File: src/hwss_pkg.sv
`default_nettype none
// ----------------------------------------------------------------------------
// hwss_pkg
// Shared constants, types and state encodings of the hue weighted saturation
// scorer.
// ----------------------------------------------------------------------------
package hwss_pkg;

    localparam int MAX_PIXELS  = 262144;
    localparam int HUE_ENTRIES = 180;
    localparam int IDX_W       = 8;
    localparam int WGT_W       = 9;
    localparam int CH_W        = 8;
    localparam int RAMP_W      = 7;
    localparam int PROD_W      = 15;
    localparam int SCORE_W     = 8;
    localparam int RECIP_W     = 13;
    localparam int RECIP_SHIFT = 19;
    localparam int SUM_W       = 33;
    localparam int FRAME_DEN   = 25;
    localparam int CNT_W       = $clog2(MAX_PIXELS + 1);
    localparam int DEN_W       = $clog2(MAX_PIXELS * FRAME_DEN + 1);
    localparam int NUM_W       = SUM_W + 8;
    localparam int QUOT_W      = 16;
    localparam int STEP_W      = $clog2(QUOT_W);
    localparam int IN_W        = 40;
    localparam int OUT_W       = 24;

    localparam logic [WGT_W-1:0]   WEIGHT_ONE   = 9'd256;
    localparam logic [WGT_W-1:0]   WEIGHT_RESET = 9'd64;
    localparam logic [CH_W-1:0]    SAT_FLOOR    = 8'd100;
    localparam logic [CH_W-1:0]    DARK_LIMIT   = 8'd32;
    localparam logic [RAMP_W-1:0]  SAT_SPAN     = 7'd100;
    localparam logic [RECIP_W-1:0] RECIP_100    = 13'd5243;
    localparam logic [QUOT_W-1:0]  QUOT_MAX     = 16'hFFFF;

    localparam logic FUNC_WRITE = 1'b0;
    localparam logic FUNC_SCORE = 1'b1;

    typedef enum logic [2:0] {
        ST_IDLE,
        ST_MUL,
        ST_ACC,
        ST_SCALE,
        ST_DIV,
        ST_PUSH
    } state_t;

    typedef enum logic [1:0] {
        DV_IDLE,
        DV_CHK,
        DV_RUN
    } div_state_t;

    typedef struct packed {
        logic             wr_en;
        logic             rd_en;
        logic [IDX_W-1:0] addr;
        logic [WGT_W-1:0] data;
    } tab_req_t;

    typedef struct packed {
        logic             start;
        logic [NUM_W-1:0] num;
        logic [DEN_W-1:0] den;
    } div_req_t;

    typedef struct packed {
        logic              done;
        logic [QUOT_W-1:0] quot;
    } div_res_t;

endpackage
`default_nettype wire

File: src/hwss_wtab.sv
`default_nettype none
// ----------------------------------------------------------------------------
// hwss_wtab
// Hue weight table: 180 x 9 bit synchronous memory with a registered read.
// Per-entry valid bits make unwritten entries read as the reset weight.
// ----------------------------------------------------------------------------
module hwss_wtab
(
    input  wire logic                      clk,
    input  wire logic                      rst_n,
    input  wire hwss_pkg::tab_req_t        req,
    output logic [hwss_pkg::WGT_W-1:0]     rd_data
);

    logic [hwss_pkg::WGT_W-1:0]       mem [0:hwss_pkg::HUE_ENTRIES-1];
    logic [hwss_pkg::HUE_ENTRIES-1:0] valid_reg;
    logic                             rd_valid_reg;
    logic [hwss_pkg::WGT_W-1:0]       rd_data_reg;

    always_ff @(posedge clk or negedge rst_n)
    begin
        if (!rst_n)
        begin
            valid_reg    <= '0;
            rd_valid_reg <= 1'b0;
        end
        else
        begin
            if (req.wr_en)
            begin
                valid_reg[req.addr] <= 1'b1;
            end
            if (req.rd_en)
            begin
                rd_valid_reg <= valid_reg[req.addr];
            end
        end
    end

    always_ff @(posedge clk)
    begin
        if (req.wr_en)
        begin
            mem[req.addr] <= req.data;
        end
        if (req.rd_en)
        begin
            rd_data_reg <= mem[req.addr];
        end
    end

    assign rd_data = rd_valid_reg ? rd_data_reg : hwss_pkg::WEIGHT_RESET;

endmodule
`default_nettype wire

File: src/hwss_div.sv
`default_nettype none
// ----------------------------------------------------------------------------
// hwss_div
// Serial restoring divider for the frame score: an overflow check state,
// then one quotient bit per cycle. Quotient saturates at 16 bits.
// ----------------------------------------------------------------------------
module hwss_div
(
    input  wire logic               clk,
    input  wire logic               rst_n,
    input  wire hwss_pkg::div_req_t req,
    output hwss_pkg::div_res_t      res
);

    hwss_pkg::div_state_t             state_reg;
    hwss_pkg::div_state_t             state_next;
    logic [hwss_pkg::NUM_W-1:0]       num_reg;
    logic [hwss_pkg::DEN_W-1:0]       den_reg;
    logic [hwss_pkg::DEN_W-1:0]       rem_reg;
    logic [hwss_pkg::DEN_W-1:0]       rem_next;
    logic [hwss_pkg::QUOT_W-1:0]      quot_reg;
    logic [hwss_pkg::STEP_W-1:0]      step_reg;
    logic                             done_reg;
    logic [hwss_pkg::QUOT_W-1:0]      num_lo;
    logic [hwss_pkg::DEN_W:0]         trial;
    logic                             ge;
    logic                             ovf;
    logic                             load;
    logic                             finish;

    assign num_lo = num_reg[hwss_pkg::QUOT_W-1:0];
    assign ovf    = num_reg[hwss_pkg::NUM_W-1:hwss_pkg::QUOT_W] >= den_reg;
    assign trial  = {rem_reg, num_lo[step_reg]};
    assign ge     = trial >= {1'b0, den_reg};

    always_comb
    begin
        if (ge)
        begin
            rem_next = hwss_pkg::DEN_W'(trial - {1'b0, den_reg});
        end
        else
        begin
            rem_next = hwss_pkg::DEN_W'(trial);
        end
    end

    always_comb
    begin
        state_next = state_reg;
        unique case (state_reg)
            hwss_pkg::DV_IDLE:
            begin
                if (req.start)
                begin
                    state_next = hwss_pkg::DV_CHK;
                end
            end
            hwss_pkg::DV_CHK:
            begin
                state_next = ovf ? hwss_pkg::DV_IDLE : hwss_pkg::DV_RUN;
            end
            hwss_pkg::DV_RUN:
            begin
                if (step_reg == '0)
                begin
                    state_next = hwss_pkg::DV_IDLE;
                end
            end
            default:
            begin
                state_next = hwss_pkg::DV_IDLE;
            end
        endcase
    end

    always_comb
    begin
        load   = 1'b0;
        finish = 1'b0;
        unique case (state_reg)
            hwss_pkg::DV_IDLE: load   = req.start;
            hwss_pkg::DV_CHK:  finish = ovf;
            hwss_pkg::DV_RUN:  finish = (step_reg == '0);
            default:
            begin
                load   = 1'b0;
                finish = 1'b0;
            end
        endcase
    end

    always_ff @(posedge clk or negedge rst_n)
    begin
        if (!rst_n)
        begin
            state_reg <= hwss_pkg::DV_IDLE;
            done_reg  <= 1'b0;
        end
        else
        begin
            state_reg <= state_next;
            done_reg  <= finish;
        end
    end

    always_ff @(posedge clk)
    begin
        if (load)
        begin
            num_reg <= req.num;
            den_reg <= req.den;
        end
        if (state_reg == hwss_pkg::DV_CHK)
        begin
            rem_reg  <= hwss_pkg::DEN_W'(num_reg[hwss_pkg::NUM_W-1:hwss_pkg::QUOT_W]);
            step_reg <= hwss_pkg::STEP_W'(hwss_pkg::QUOT_W - 1);
            quot_reg <= ovf ? hwss_pkg::QUOT_MAX : '0;
        end
        else if (state_reg == hwss_pkg::DV_RUN)
        begin
            rem_reg  <= rem_next;
            step_reg <= step_reg - 1'b1;
            quot_reg <= {quot_reg[hwss_pkg::QUOT_W-2:0], ge};
        end
    end

    assign res.done = done_reg;
    assign res.quot = quot_reg;

endmodule
`default_nettype wire

File: src/hue_weighted_saturation_score.sv
// Path from accept to output register load: a weight write goes straight to
// push; a scored pixel passes mul, acc and scale; a frame-end pixel also
// waits in div for the serial divider (overflow check plus 16 quotient
// steps, or the check alone when the quotient overflows). A new request is
// taken only in idle, after the last one is pushed. A stalled output holds the block in push.
// Reset: weight table reads 0.25 through per-entry valid bits, no clearing
// pass; frame sum and pixel count cleared at once.
`default_nettype none
// ----------------------------------------------------------------------------
// hue_weighted_saturation_score
// Stores hue weights, scores pixels by hue weight times saturation ramp and
// emits the frame colour factor on the last pixel of a frame.
// ----------------------------------------------------------------------------
module hue_weighted_saturation_score
(
    input  wire logic                      clk,
    input  wire logic                      rst_n,
    input  wire logic                      s_tvalid,
    output logic                           s_tready,
    // hue[7:0], saturation[15:8], brightness[23:16], weight[32:24], zero pad
    input  wire logic [hwss_pkg::IN_W-1:0] s_tdata,
    // func
    input  wire logic                      s_tuser,
    // last_pixel
    input  wire logic                      s_tlast,
    output logic                           m_tvalid,
    input  wire logic                      m_tready,
    // pixel_score[7:0], frame_score[23:8]
    output logic [hwss_pkg::OUT_W-1:0]     m_tdata,
    // frame_valid
    output logic                           m_tuser
);

    hwss_pkg::state_t                  state_reg;
    hwss_pkg::state_t                  state_next;
    hwss_pkg::tab_req_t                tab_req;
    hwss_pkg::div_req_t                div_req;
    hwss_pkg::div_res_t                div_res;
    logic [hwss_pkg::WGT_W-1:0]        rd_weight;

    logic [hwss_pkg::IDX_W-1:0]        in_hue;
    logic [hwss_pkg::CH_W-1:0]         in_sat;
    logic [hwss_pkg::CH_W-1:0]         in_bri;
    logic [hwss_pkg::WGT_W-1:0]        in_wgt;
    logic                              accept;
    logic                              hue_ok;
    logic [hwss_pkg::CH_W-1:0]         sat_off;
    logic [hwss_pkg::RAMP_W-1:0]       ramp_next;
    logic                              out_free;
    logic                              load_out;

    logic                              hue_ok_reg;
    logic [hwss_pkg::RAMP_W-1:0]       ramp_reg;
    logic                              last_reg;
    logic [hwss_pkg::PROD_W-1:0]       prod_reg;
    logic [hwss_pkg::PROD_W-1:0]       prod_next;
    logic [hwss_pkg::WGT_W-1:0]        w_sel;
    logic [hwss_pkg::PROD_W+7:0]       prod_x255;
    logic [hwss_pkg::PROD_W-1:0]       y_reg;
    logic [hwss_pkg::PROD_W+hwss_pkg::RECIP_W-1:0] y_mul;
    logic [hwss_pkg::SCORE_W-1:0]      score_reg;
    logic [hwss_pkg::QUOT_W-1:0]       frame_reg;

    logic [hwss_pkg::SUM_W-1:0]        sum_reg;
    logic [hwss_pkg::SUM_W-1:0]        sum_next;
    logic [hwss_pkg::SUM_W:0]          sum_add;
    logic [hwss_pkg::CNT_W-1:0]        count_reg;
    logic [hwss_pkg::CNT_W-1:0]        count_next;

    logic                              m_tvalid_reg;
    logic [hwss_pkg::OUT_W-1:0]        m_tdata_reg;
    logic                              m_tuser_reg;

    assign in_hue = s_tdata[7:0];
    assign in_sat = s_tdata[15:8];
    assign in_bri = s_tdata[23:16];
    assign in_wgt = s_tdata[32:24];
    assign accept = s_tvalid && s_tready;
    assign hue_ok = in_hue < hwss_pkg::IDX_W'(hwss_pkg::HUE_ENTRIES);

    assign sat_off = in_sat - hwss_pkg::SAT_FLOOR;
    always_comb
    begin
        if (in_sat < hwss_pkg::SAT_FLOOR || in_bri < hwss_pkg::DARK_LIMIT)
        begin
            ramp_next = '0;
        end
        else if (sat_off > hwss_pkg::CH_W'(hwss_pkg::SAT_SPAN))
        begin
            ramp_next = hwss_pkg::SAT_SPAN;
        end
        else
        begin
            ramp_next = hwss_pkg::RAMP_W'(sat_off);
        end
    end

    // weight table port
    always_comb
    begin
        tab_req.wr_en = accept && (s_tuser == hwss_pkg::FUNC_WRITE) && hue_ok;
        tab_req.rd_en = accept && (s_tuser == hwss_pkg::FUNC_SCORE) && hue_ok;
        tab_req.addr  = in_hue;
        tab_req.data  = (in_wgt > hwss_pkg::WEIGHT_ONE) ? hwss_pkg::WEIGHT_ONE : in_wgt;
    end

    hwss_wtab u_wtab
    (
        .clk     (clk),
        .rst_n   (rst_n),
        .req     (tab_req),
        .rd_data (rd_weight)
    );

    assign w_sel     = hue_ok_reg ? rd_weight : '0;
    assign prod_next = hwss_pkg::PROD_W'(w_sel * ramp_reg);

    // x*255/256, then /100 by reciprocal (exact for y below 43699)
    assign prod_x255 = {prod_reg, 8'b0} - (hwss_pkg::PROD_W+8)'(prod_reg);
    assign y_mul     = y_reg * hwss_pkg::RECIP_100;

    assign sum_add = {1'b0, sum_reg} + (hwss_pkg::SUM_W+1)'(prod_reg);
    always_comb
    begin
        sum_next   = sum_add[hwss_pkg::SUM_W] ? '1 : sum_add[hwss_pkg::SUM_W-1:0];
        count_next = count_reg;
        if (count_reg < hwss_pkg::CNT_W'(hwss_pkg::MAX_PIXELS))
        begin
            count_next = count_reg + 1'b1;
        end
    end

    // frame score = floor(sum*192 / (count*25))
    always_comb
    begin
        div_req.start = (state_reg == hwss_pkg::ST_SCALE) && last_reg;
        div_req.num   = hwss_pkg::NUM_W'({sum_reg, 7'b0}) + hwss_pkg::NUM_W'({sum_reg, 6'b0});
        div_req.den   = hwss_pkg::DEN_W'(count_reg) * hwss_pkg::DEN_W'(hwss_pkg::FRAME_DEN);
    end

    hwss_div u_div
    (
        .clk   (clk),
        .rst_n (rst_n),
        .req   (div_req),
        .res   (div_res)
    );

    assign out_free = !m_tvalid_reg || m_tready;

    always_comb
    begin
        state_next = state_reg;
        unique case (state_reg)
            hwss_pkg::ST_IDLE:
            begin
                if (accept)
                begin
                    state_next = (s_tuser == hwss_pkg::FUNC_SCORE) ? hwss_pkg::ST_MUL
                                                                    : hwss_pkg::ST_PUSH;
                end
            end
            hwss_pkg::ST_MUL:   state_next = hwss_pkg::ST_ACC;
            hwss_pkg::ST_ACC:   state_next = hwss_pkg::ST_SCALE;
            hwss_pkg::ST_SCALE: state_next = last_reg ? hwss_pkg::ST_DIV : hwss_pkg::ST_PUSH;
            hwss_pkg::ST_DIV:
            begin
                if (div_res.done)
                begin
                    state_next = hwss_pkg::ST_PUSH;
                end
            end
            hwss_pkg::ST_PUSH:
            begin
                if (out_free)
                begin
                    state_next = hwss_pkg::ST_IDLE;
                end
            end
            default:
            begin
                state_next = hwss_pkg::ST_IDLE;
            end
        endcase
    end

    always_comb
    begin
        s_tready = 1'b0;
        load_out = 1'b0;
        unique case (state_reg)
            hwss_pkg::ST_IDLE:  s_tready = 1'b1;
            hwss_pkg::ST_PUSH:  load_out = out_free;
            hwss_pkg::ST_MUL,
            hwss_pkg::ST_ACC,
            hwss_pkg::ST_SCALE,
            hwss_pkg::ST_DIV:
            begin
                s_tready = 1'b0;
                load_out = 1'b0;
            end
            default:
            begin
                s_tready = 1'b0;
                load_out = 1'b0;
            end
        endcase
    end

    always_ff @(posedge clk or negedge rst_n)
    begin
        if (!rst_n)
        begin
            state_reg    <= hwss_pkg::ST_IDLE;
            sum_reg      <= '0;
            count_reg    <= '0;
            m_tvalid_reg <= 1'b0;
        end
        else
        begin
            state_reg <= state_next;
            if (state_reg == hwss_pkg::ST_ACC)
            begin
                sum_reg   <= sum_next;
                count_reg <= count_next;
            end
            else if (div_req.start)
            begin
                sum_reg   <= '0;
                count_reg <= '0;
            end
            if (load_out)
            begin
                m_tvalid_reg <= 1'b1;
            end
            else if (m_tready)
            begin
                m_tvalid_reg <= 1'b0;
            end
        end
    end

    always_ff @(posedge clk)
    begin
        if (accept)
        begin
            hue_ok_reg <= hue_ok;
            ramp_reg   <= ramp_next;
            last_reg   <= s_tlast && (s_tuser == hwss_pkg::FUNC_SCORE);
            score_reg  <= '0;
            frame_reg  <= '0;
        end
        if (state_reg == hwss_pkg::ST_MUL)
        begin
            prod_reg <= prod_next;
        end
        if (state_reg == hwss_pkg::ST_ACC)
        begin
            y_reg <= prod_x255[hwss_pkg::PROD_W+7:8];
        end
        if (state_reg == hwss_pkg::ST_SCALE)
        begin
            score_reg <= y_mul[hwss_pkg::RECIP_SHIFT +: hwss_pkg::SCORE_W];
        end
        if (state_reg == hwss_pkg::ST_DIV && div_res.done)
        begin
            frame_reg <= div_res.quot;
        end
        if (load_out)
        begin
            m_tdata_reg <= {frame_reg, score_reg};
            m_tuser_reg <= last_reg;
        end
    end

    assign m_tvalid = m_tvalid_reg;
    assign m_tdata  = m_tdata_reg;
    assign m_tuser  = m_tuser_reg;

`ifndef ASSERT_OFF
    a_frame_zero: assert property (@(posedge clk) disable iff (!rst_n)
        m_tvalid && !m_tuser |-> m_tdata[23:8] == '0)
        else $error("frame score nonzero without frame_valid");

    a_one_request: assert property (@(posedge clk) disable iff (!rst_n)
        s_tvalid && s_tready |=> !s_tready)
        else $error("second request taken while one is in flight");

    a_count_cap: assert property (@(posedge clk) disable iff (!rst_n)
        count_reg <= hwss_pkg::CNT_W'(hwss_pkg::MAX_PIXELS))
        else $error("pixel count beyond its ceiling");

    a_div_done: assert property (@(posedge clk) disable iff (!rst_n)
        div_res.done |-> state_reg == hwss_pkg::ST_DIV)
        else $error("divider finished outside frame-end wait");

    a_push_hold: assert property (@(posedge clk) disable iff (!rst_n)
        state_reg == hwss_pkg::ST_PUSH && m_tvalid && !m_tready
        |=> state_reg == hwss_pkg::ST_PUSH)
        else $error("result dropped while output stalled");
`endif

endmodule
`default_nettype wire
File: config.mk
export PLATFORM = sky130hd
export DESIGN_NAME = hue_weighted_saturation_score
export DESIGN_NICKNAME = d
export VERILOG_FILES = /design/src/hwss_pkg.sv /design/src/hwss_wtab.sv /design/src/hwss_div.sv /design/src/hue_weighted_saturation_score.sv
export SDC_FILE = /design/constraint.sdc
export NUM_CORES = 2
export LEC_CHECK = 0
export BUFFER_PORTS_ARGS = -buffer_cell sky130_fd_sc_hd__buf_2
export CAP_MARGIN = 15
export CORE_MARGIN = 10
export CORE_UTILIZATION = 35
export DETAILED_ROUTE_END_ITERATION = 10
export GPL_TIMING_DRIVEN = 1
export PLACE_DENSITY_LB_ADDON = 0.08
export RECOVER_POWER = 50
export SYNTH_ARGS = -nofsm -noshare
export SYNTH_HDL_FRONTEND = slang
export SYNTH_SLANG_ARGS = --single-unit
export TNS_END_PERCENT = 30
File: constraint.sdc
create_clock -name clk -period 12.5 [get_ports clk]
set_input_delay 1.25 -clock clk [delete_from_list [all_inputs] [get_ports clk]]
set_output_delay 1.25 -clock clk [all_outputs]
set_load 0.005 [all_outputs]
After elaboration in Yosys (flattened, before gate mapping)
Memory sizes are Yosys's and may differ from the RTL's. A register that Yosys moved wholly into a read port is not among the register bits.
Cells that the tools add are included.
Storage, ports and cells
  register bits: 435
  bits in writable memories: 1620
  input bits: 46
  output and inout port bits: 27
  memories kept: 1
Operators by class
  $add $sub $neg: 7
  multipliers: 3
  magnitude comparators: 11
  eq/ne operators: 13
  multiplexer cells: 44
  bitwise operators: 2
  reduce and logical (&&, ||, !) cells: 24
Memory list
  u_wtab.mem: words 180, width 9, rd ports 1, clocked after memory_dff 1, wr ports 1, RTL line hwss_wtab.sv:15  | logic [hwss_pkg::WGT_W-1:0] mem [0:hwss_pkg::HUE_ENTRIES-1];
Operators by type and width (number)
  OR 180 bit: 1
  2-to-1 mux 33 bit: 3
  2-to-1 mux 16 bit: 5
  2-to-1 mux 23 bit: 3
  2-to-1 mux 19 bit: 3
  adder 40 x 39 -> 41 bit: 1
  adder 33 x 15 -> 34 bit: 1
  multiplier 15 x 13 -> 27 bit, second input constant: 1
  2-to-1 mux 9 bit: 3
  greater-or-equal comparator 25 x 23 -> 1 bit: 1
  greater-or-equal comparator 24 x 23 -> 1 bit: 1
  multiplier 19 x 5 -> 23 bit, second input constant: 1
  subtractor 23 x 15 -> 23 bit: 1
  subtractor 23 bit: 1
  adder 19 x 1 -> 19 bit, second input constant: 1
  less-than comparator 19 bit, second input constant: 1
  case mux 3 bit (6 select lines): 1
  2-to-1 mux 8 bit: 2
  multiplier 9 x 7 -> 15 bit: 1
  2-to-1 mux 3 bit: 4
  2-to-1 mux 1 bit: 11
  nonzero test 2 bit: 5
  greater-than comparator 9 bit, second input constant: 1
  logical AND 1 bit: 9
  other kinds (32): 42

Depth between registers and ports, before layout
  depth after elaboration: 7
  gate-level depth with buffers: 19
  gate-level depth less buffers: 18

By module
A second synthesis with hierarchy kept.
Second synthesis, totals
  cells, all modules: 5449
  area total of the unflattened synthesis: 91958.2 um^2
Modules (own cells, without submodules)
  hwss_wtab: instances 1, cells each 3337, area an instance 70282.4 um^2, seq. area each 53446.3 um^2
  hue_weighted_saturation_score: instances 1, cells each 1605, area an instance 15523.6 um^2, seq. area each 4043.9 um^2
  hwss_div: instances 1, cells each 507, area an instance 6152.2 um^2, seq. area each 3248.1 um^2

Worst setup path after synthesis
OpenSTA, ideal clock, no wires.
  path kind: input to register
  from: input port s_tdata[32] (netlist name)
  to: memory u_wtab.mem[0][0] (netlist name) (data pin)
  setup time: 1.093 ns
  data arrival time: 5.690 ns
  data required time: 11.407 ns
  setup slack: 5.717 ns
  stages: 1
  buffers on the path: 0
  cell sequence: nor2b_1
Between the ends
  cells in the longest elaborated chain, start to end: 2
Ends and longest elaborated chain
  start: declaration: RTL line hue_weighted_saturation_score.sv:21  | input wire logic [hwss_pkg::IN_W-1:0] s_tdata,
  greater-than comparator 9 bit: RTL line hue_weighted_saturation_score.sv:104  | tab_req.data = (in_wgt > hwss_pkg::WEIGHT_ONE) ? hwss_pkg::WEIGHT_ONE : in_wgt;
  2-to-1 mux 9 bit: RTL line hue_weighted_saturation_score.sv:104
  end: declaration: RTL line hwss_wtab.sv:15
Every way passes these cells.

Worst setup path in the final report
  from: input port s_tdata[32] (netlist name)
  to: memory u_wtab.mem[174][8] (netlist name) (data pin)
Between the ends
  cells in the longest elaborated chain, start to end: 2
Ends and longest elaborated chain (RTL line)
  greater-than comparator 9 bit: hue_weighted_saturation_score.sv:104
  2-to-1 mux 9 bit *: hue_weighted_saturation_score.sv:104
Every way passes the cells marked *; elsewhere a longest branch is shown, timed or not.

==> flow_results.xml <==
<?xml version="1.0" encoding="UTF-8"?>
<metrics>
  <group name="synth">
    <metric name="async_flop_share" unit="%">11.7</metric>
    <metric name="yosys_most_used_dff" unit="">sky130_fd_sc_hd__edfxtp_1</metric>
    <metric name="netlist_instances" unit="">5162</metric>
    <metric name="number_of_synthesized_flops_with_an_enable_pin" unit="">1814</metric>
    <metric name="post-synth-top-area-cell" unit="">sky130_fd_sc_hd__edfxtp_1</metric>
    <metric name="mappedNetlistNets" unit="">5624</metric>
    <metric name="synth.top_cell.area_share" unit="%">59.7</metric>
    <metric name="synth.avg_cell_area" unit="sq um">17.7</metric>
    <metric name="ys_ff_latch" unit="">2058</metric>
    <metric name="ys_seq_area_share" unit="%">66.4</metric>
    <metric name="synth.lib_cells_used.distinct" unit="">74</metric>
    <metric name="synth_warnings" unit="">0</metric>
    <metric name="leading_post_synthesis_cells_by_cell_area" unit="">sky130_fd_sc_hd__edfxtp_1 60%, sky130_fd_sc_hd__mux4_2 14%, sky130_fd_sc_hd__dfrtp_1 6.6%, sky130_fd_sc_hd__ha_1 4.1%, sky130_fd_sc_hd__fa_1 2.6%</metric>
    <metric name="synth.cell_area" unit="sq mm">0.0912</metric>
  </group>
  <group name="clock_tree">
    <metric name="clock_tree.htree_level_count" unit="">4</metric>
    <metric name="cts_hold_buffers" unit="">0</metric>
    <metric name="clk_pin_slew" unit="ns">0.06</metric>
    <metric name="postCtsSetupRepairBufs" unit="">0</metric>
    <metric name="clock_tree.root_cell" unit="">sky130_fd_sc_hd__clkbuf_16</metric>
    <metric name="cts_inserted_buffers" unit="">225</metric>
    <metric name="clock_tree_from_tritoncts" unit="">done</metric>
    <metric name="clock_latency" unit="ns">0.88</metric>
    <metric name="clockBufferDepth" unit="">3</metric>
    <metric name="post_cts.resized_instances" unit="">0</metric>
    <metric name="sink_count_of_the_clock_tree" unit="">2058</metric>
  </group>
  <group name="worst_setup_path">
    <metric name="path_delay_family" unit="">buffers and inverters</metric>
    <metric name="worst_setup_sp_type" unit="">primary input</metric>
    <metric name="critPathMostFrequentCell" unit="">sky130_fd_sc_hd__clkbuf_1</metric>
    <metric name="criticalPathCategory" unit="">primary input to flop</metric>
    <metric name="critical_path.cell_chain" unit="">clkbuf_1 &gt; clkbuf_1</metric>
    <metric name="crit_path_max_fanout" unit="">101</metric>
    <metric name="critPathCaptureType" unit="">flop</metric>
    <metric name="crit_arrival" unit="ns">8.07</metric>
    <metric name="critPathMaxStageDelay" unit="ns">3.48</metric>
    <metric name="timing.critical_path.slowest_stage_cell" unit="">sky130_fd_sc_hd__clkbuf_1</metric>
    <metric name="crit_buf_inv" unit="">2</metric>
    <metric name="worst_ep_required_time" unit="ns">12.47</metric>
  </group>
  <group name="timing">
    <metric name="setup_repair_after_global_routing_missed_its_margin" unit="">false</metric>
    <metric name="hold_viol" unit="">0</metric>
    <metric name="post-route-min-period" unit="ns">8.11</metric>
    <metric name="final-setup-viol-count" unit="">0</metric>
    <metric name="worst_slew_margin_rel" unit="%">-246</metric>
    <metric name="final_max_slew_viol_count" unit="">881</metric>
    <metric name="setup_tns" unit="ns">0</metric>
    <metric name="fin_crit_sh" unit="%">64.8</metric>
    <metric name="timing_worst_slew_pin_value" unit="ns">5.19</metric>
    <metric name="finalClockSkew" unit="ns">0.0592</metric>
    <metric name="achievable-frequency" unit="GHz">0.123</metric>
  </group>
  <group name="placed_design">
    <metric name="globalplace.congestion" unit="">0.757</metric>
    <metric name="dpl.cell_count" unit="">8515</metric>
    <metric name="port-buffer-count" unit="">60</metric>
    <metric name="dp_hpwl" unit="mm">147</metric>
  </group>
  <group name="power">
    <metric name="power_per_cell_area" unit="mW/mm^2">203</metric>
    <metric name="power_leakage" unit="uW">0.0371</metric>
    <metric name="power.ir.vdd_worst" unit="uV">654</metric>
  </group>
  <group name="final_layout">
    <metric name="nNetsFinal" unit="">5809</metric>
    <metric name="area_growth" unit="%">13.1</metric>
    <metric name="utilization" unit="%">39.7</metric>
    <metric name="layout.cells.non_filler" unit="">8954</metric>
    <metric name="largest_register_ff_count" unit="">1620</metric>
    <metric name="fillerInstances" unit="">23500</metric>
    <metric name="final_layout_size_suffix_gt1_share" unit="%">22.9</metric>
  </group>
  <group name="drt">
    <metric name="detailed_router_s_first_iteration_violation_count" unit="">3478</metric>
    <metric name="wl_per_cell" unit="microns">26.3</metric>
    <metric name="vias_per_cell" unit="">5.18</metric>
    <metric name="drt_pre_antenna_iters" unit="">5</metric>
    <metric name="via_count" unit="">46400</metric>
    <metric name="drc" unit="">0</metric>
    <metric name="drt.antenna.violating_nets" unit="">0</metric>
    <metric name="totalWireLength" unit="mm">235</metric>
  </group>
  <group name="global_routing">
    <metric name="grt_pass1_vias" unit="">49100</metric>
    <metric name="number_of_antenna_violations_at_the_first_check_in_global_routing" unit="">13</metric>
    <metric name="globalRouteOverflowTotal" unit="">0</metric>
    <metric name="grtUsageTotal" unit="%">16.7</metric>
    <metric name="maximum_number_of_pins_on_one_net_before_global_route_repair" unit="">181</metric>
    <metric name="grt_first_pass_wirelength" unit="mm">347</metric>
  </group>
  <group name="die">
    <metric name="die_w" unit="microns">530</metric>
    <metric name="core" unit="sq mm">0.259</metric>
    <metric name="number_of_top_level_pins" unit="">73</metric>
    <metric name="die_h" unit="microns">530</metric>
    <metric name="start_util" unit="%">35.1</metric>
    <metric name="floorplan.rows" unit="">187</metric>
    <metric name="fp.dieArea" unit="sq mm">0.281</metric>
  </group>
  <group name="outcome">
    <metric name="failing_checks" unit="">capacitance limit, slew limit</metric>
    <metric name="status" unit="">finished with violations</metric>
  </group>
  <group name="flow_run">
    <metric name="cap_violations" unit="">18</metric>
  </group>
  <group name="hold_path">
    <metric name="hp-class" unit="">flop to flop</metric>
  </group>
</metrics>
-- synthesized netlist by cell type, types with 60 or more instances --
master and n:
sky130_fd_sc_hd__o21ai_0 81, sky130_fd_sc_hd__clkbuf_1 116, sky130_fd_sc_hd__ha_1 298, sky130_fd_sc_hd__dfrtp_1 240, sky130_fd_sc_hd__edfxtp_1 1814, sky130_fd_sc_hd__or2_2 189, sky130_fd_sc_hd__inv_1 301, sky130_fd_sc_hd__mux4_2 579
sky130_fd_sc_hd__xnor2_1 104, sky130_fd_sc_hd__fa_1 118, sky130_fd_sc_hd__nand2_1 148, sky130_fd_sc_hd__nor2_1 298, sky130_fd_sc_hd__nand3_1 63, sky130_fd_sc_hd__and3_1 60, sky130_fd_sc_hd__a21oi_1 128
-- path summary, 6_finish.rpt --
check	start	endpoint	slack, ns	depth (start not counted)
min reg2reg	score_reg[2]$_SDFFCE_PN0P_	m_tdata[2]$_DFFE_PP_	0.39	0
max	s_tdata[32]	u_wtab.mem[174][8]$_DFFE_PP_	4.39	2
min in group asynchronous	rst_n	u_wtab.valid_reg[160]$_DFFE_PN0P_	2.22	1
max reg2reg	hue_ok_reg$_DFFE_PP_	prod_reg[14]$_DFFE_PP_	6.42	17
max in group asynchronous	rst_n	u_wtab.valid_reg[124]$_DFFE_PN0P_	5.22	2
min	score_reg[2]$_SDFFCE_PN0P_	m_tdata[2]$_DFFE_PP_	0.39	0
-- cells by family (layout without fill, tap and decap cells) --
logic type	count (synthesis)	after routing	synth area share, %
DFF	2058	2058	66.4
and+or+nand+nor	956	956	5.22
muxes	623	623	14.8
buffers and inverters	513	900	2.28
AOI/OAI and AO/OA	467	467	3.35
adders and majority gates	416	416	6.68
xor gates and xnor gates	129	129	1.24
other	0	3	0
-- per-stage QoR --
stage	area, sq um	power (uW)	hold WS (ns)	setup WS, ns
after floorplan	91200	12700	0.400	5.72
after global placement	95800	14600	0.402	6.55
after detailed placement	95800	14500	0.405	6.52
after CTS	103000	21200	0.336	6.73
after global routing	103000	22400	0.398	3.60
final	103000	20900	0.389	4.39
-- area by class of cell --
class / count / area, sq um / area share, %
Inverter: 304 / 1150 / 1.11
Multi-Input combinational cell: 2591 / 28600 / 27.7
Clock inverter: 115 / 1130 / 1.10
Timing Repair Buffer: 167 / 1150 / 1.12
Tap cell: 3402 / 4260 / 4.13
Antenna cell: 3 / 7.51 / 0.00728
Clock buffer: 314 / 6280 / 6.09
Sequential cell: 2058 / 60600 / 58.7
-- power by group --
part	switching [uW]	internal [uW]	leakage, uW	total, uW
clock	2820	3780	0.00362	6600
combinational	3610	2560	0.0136	6170
sequential	238	7900	0.0199	8140
-- metal layers --
layer  global-route usage [%]  routed length, microns
met2                     26.6                  110000
met4                     4.42                    5980
met3                     2.89                   10300
met1                     23.7                  109000
met5                        0                       0
-- placed cells by master (no fill, tap or decap), drive strengths merged, types with 8 or more instances in the layout --
cell / instances
a211oi: 21
a21o: 49
a21oi: 128
a311oi: 8
a31oi: 19
and2: 29
and3: 60
buf: 124
bufinv: 13
clkbuf: 357
clkinv: 89
dfrtp: 240
edfxtp: 1814
fa: 118
ha: 298
inv: 310
mux2: 12
mux2i: 32
mux4: 579
nand2: 148
nand2b: 28
nand3: 63
nand4: 23
nor2: 298
nor2b: 33
nor3: 52
o211ai: 10
o21a: 54
o21ai: 90
o21bai: 18
or2: 189
or3: 10
xnor2: 104
xor2: 25
No activity file was read; power rests on OpenSTA's default activity.
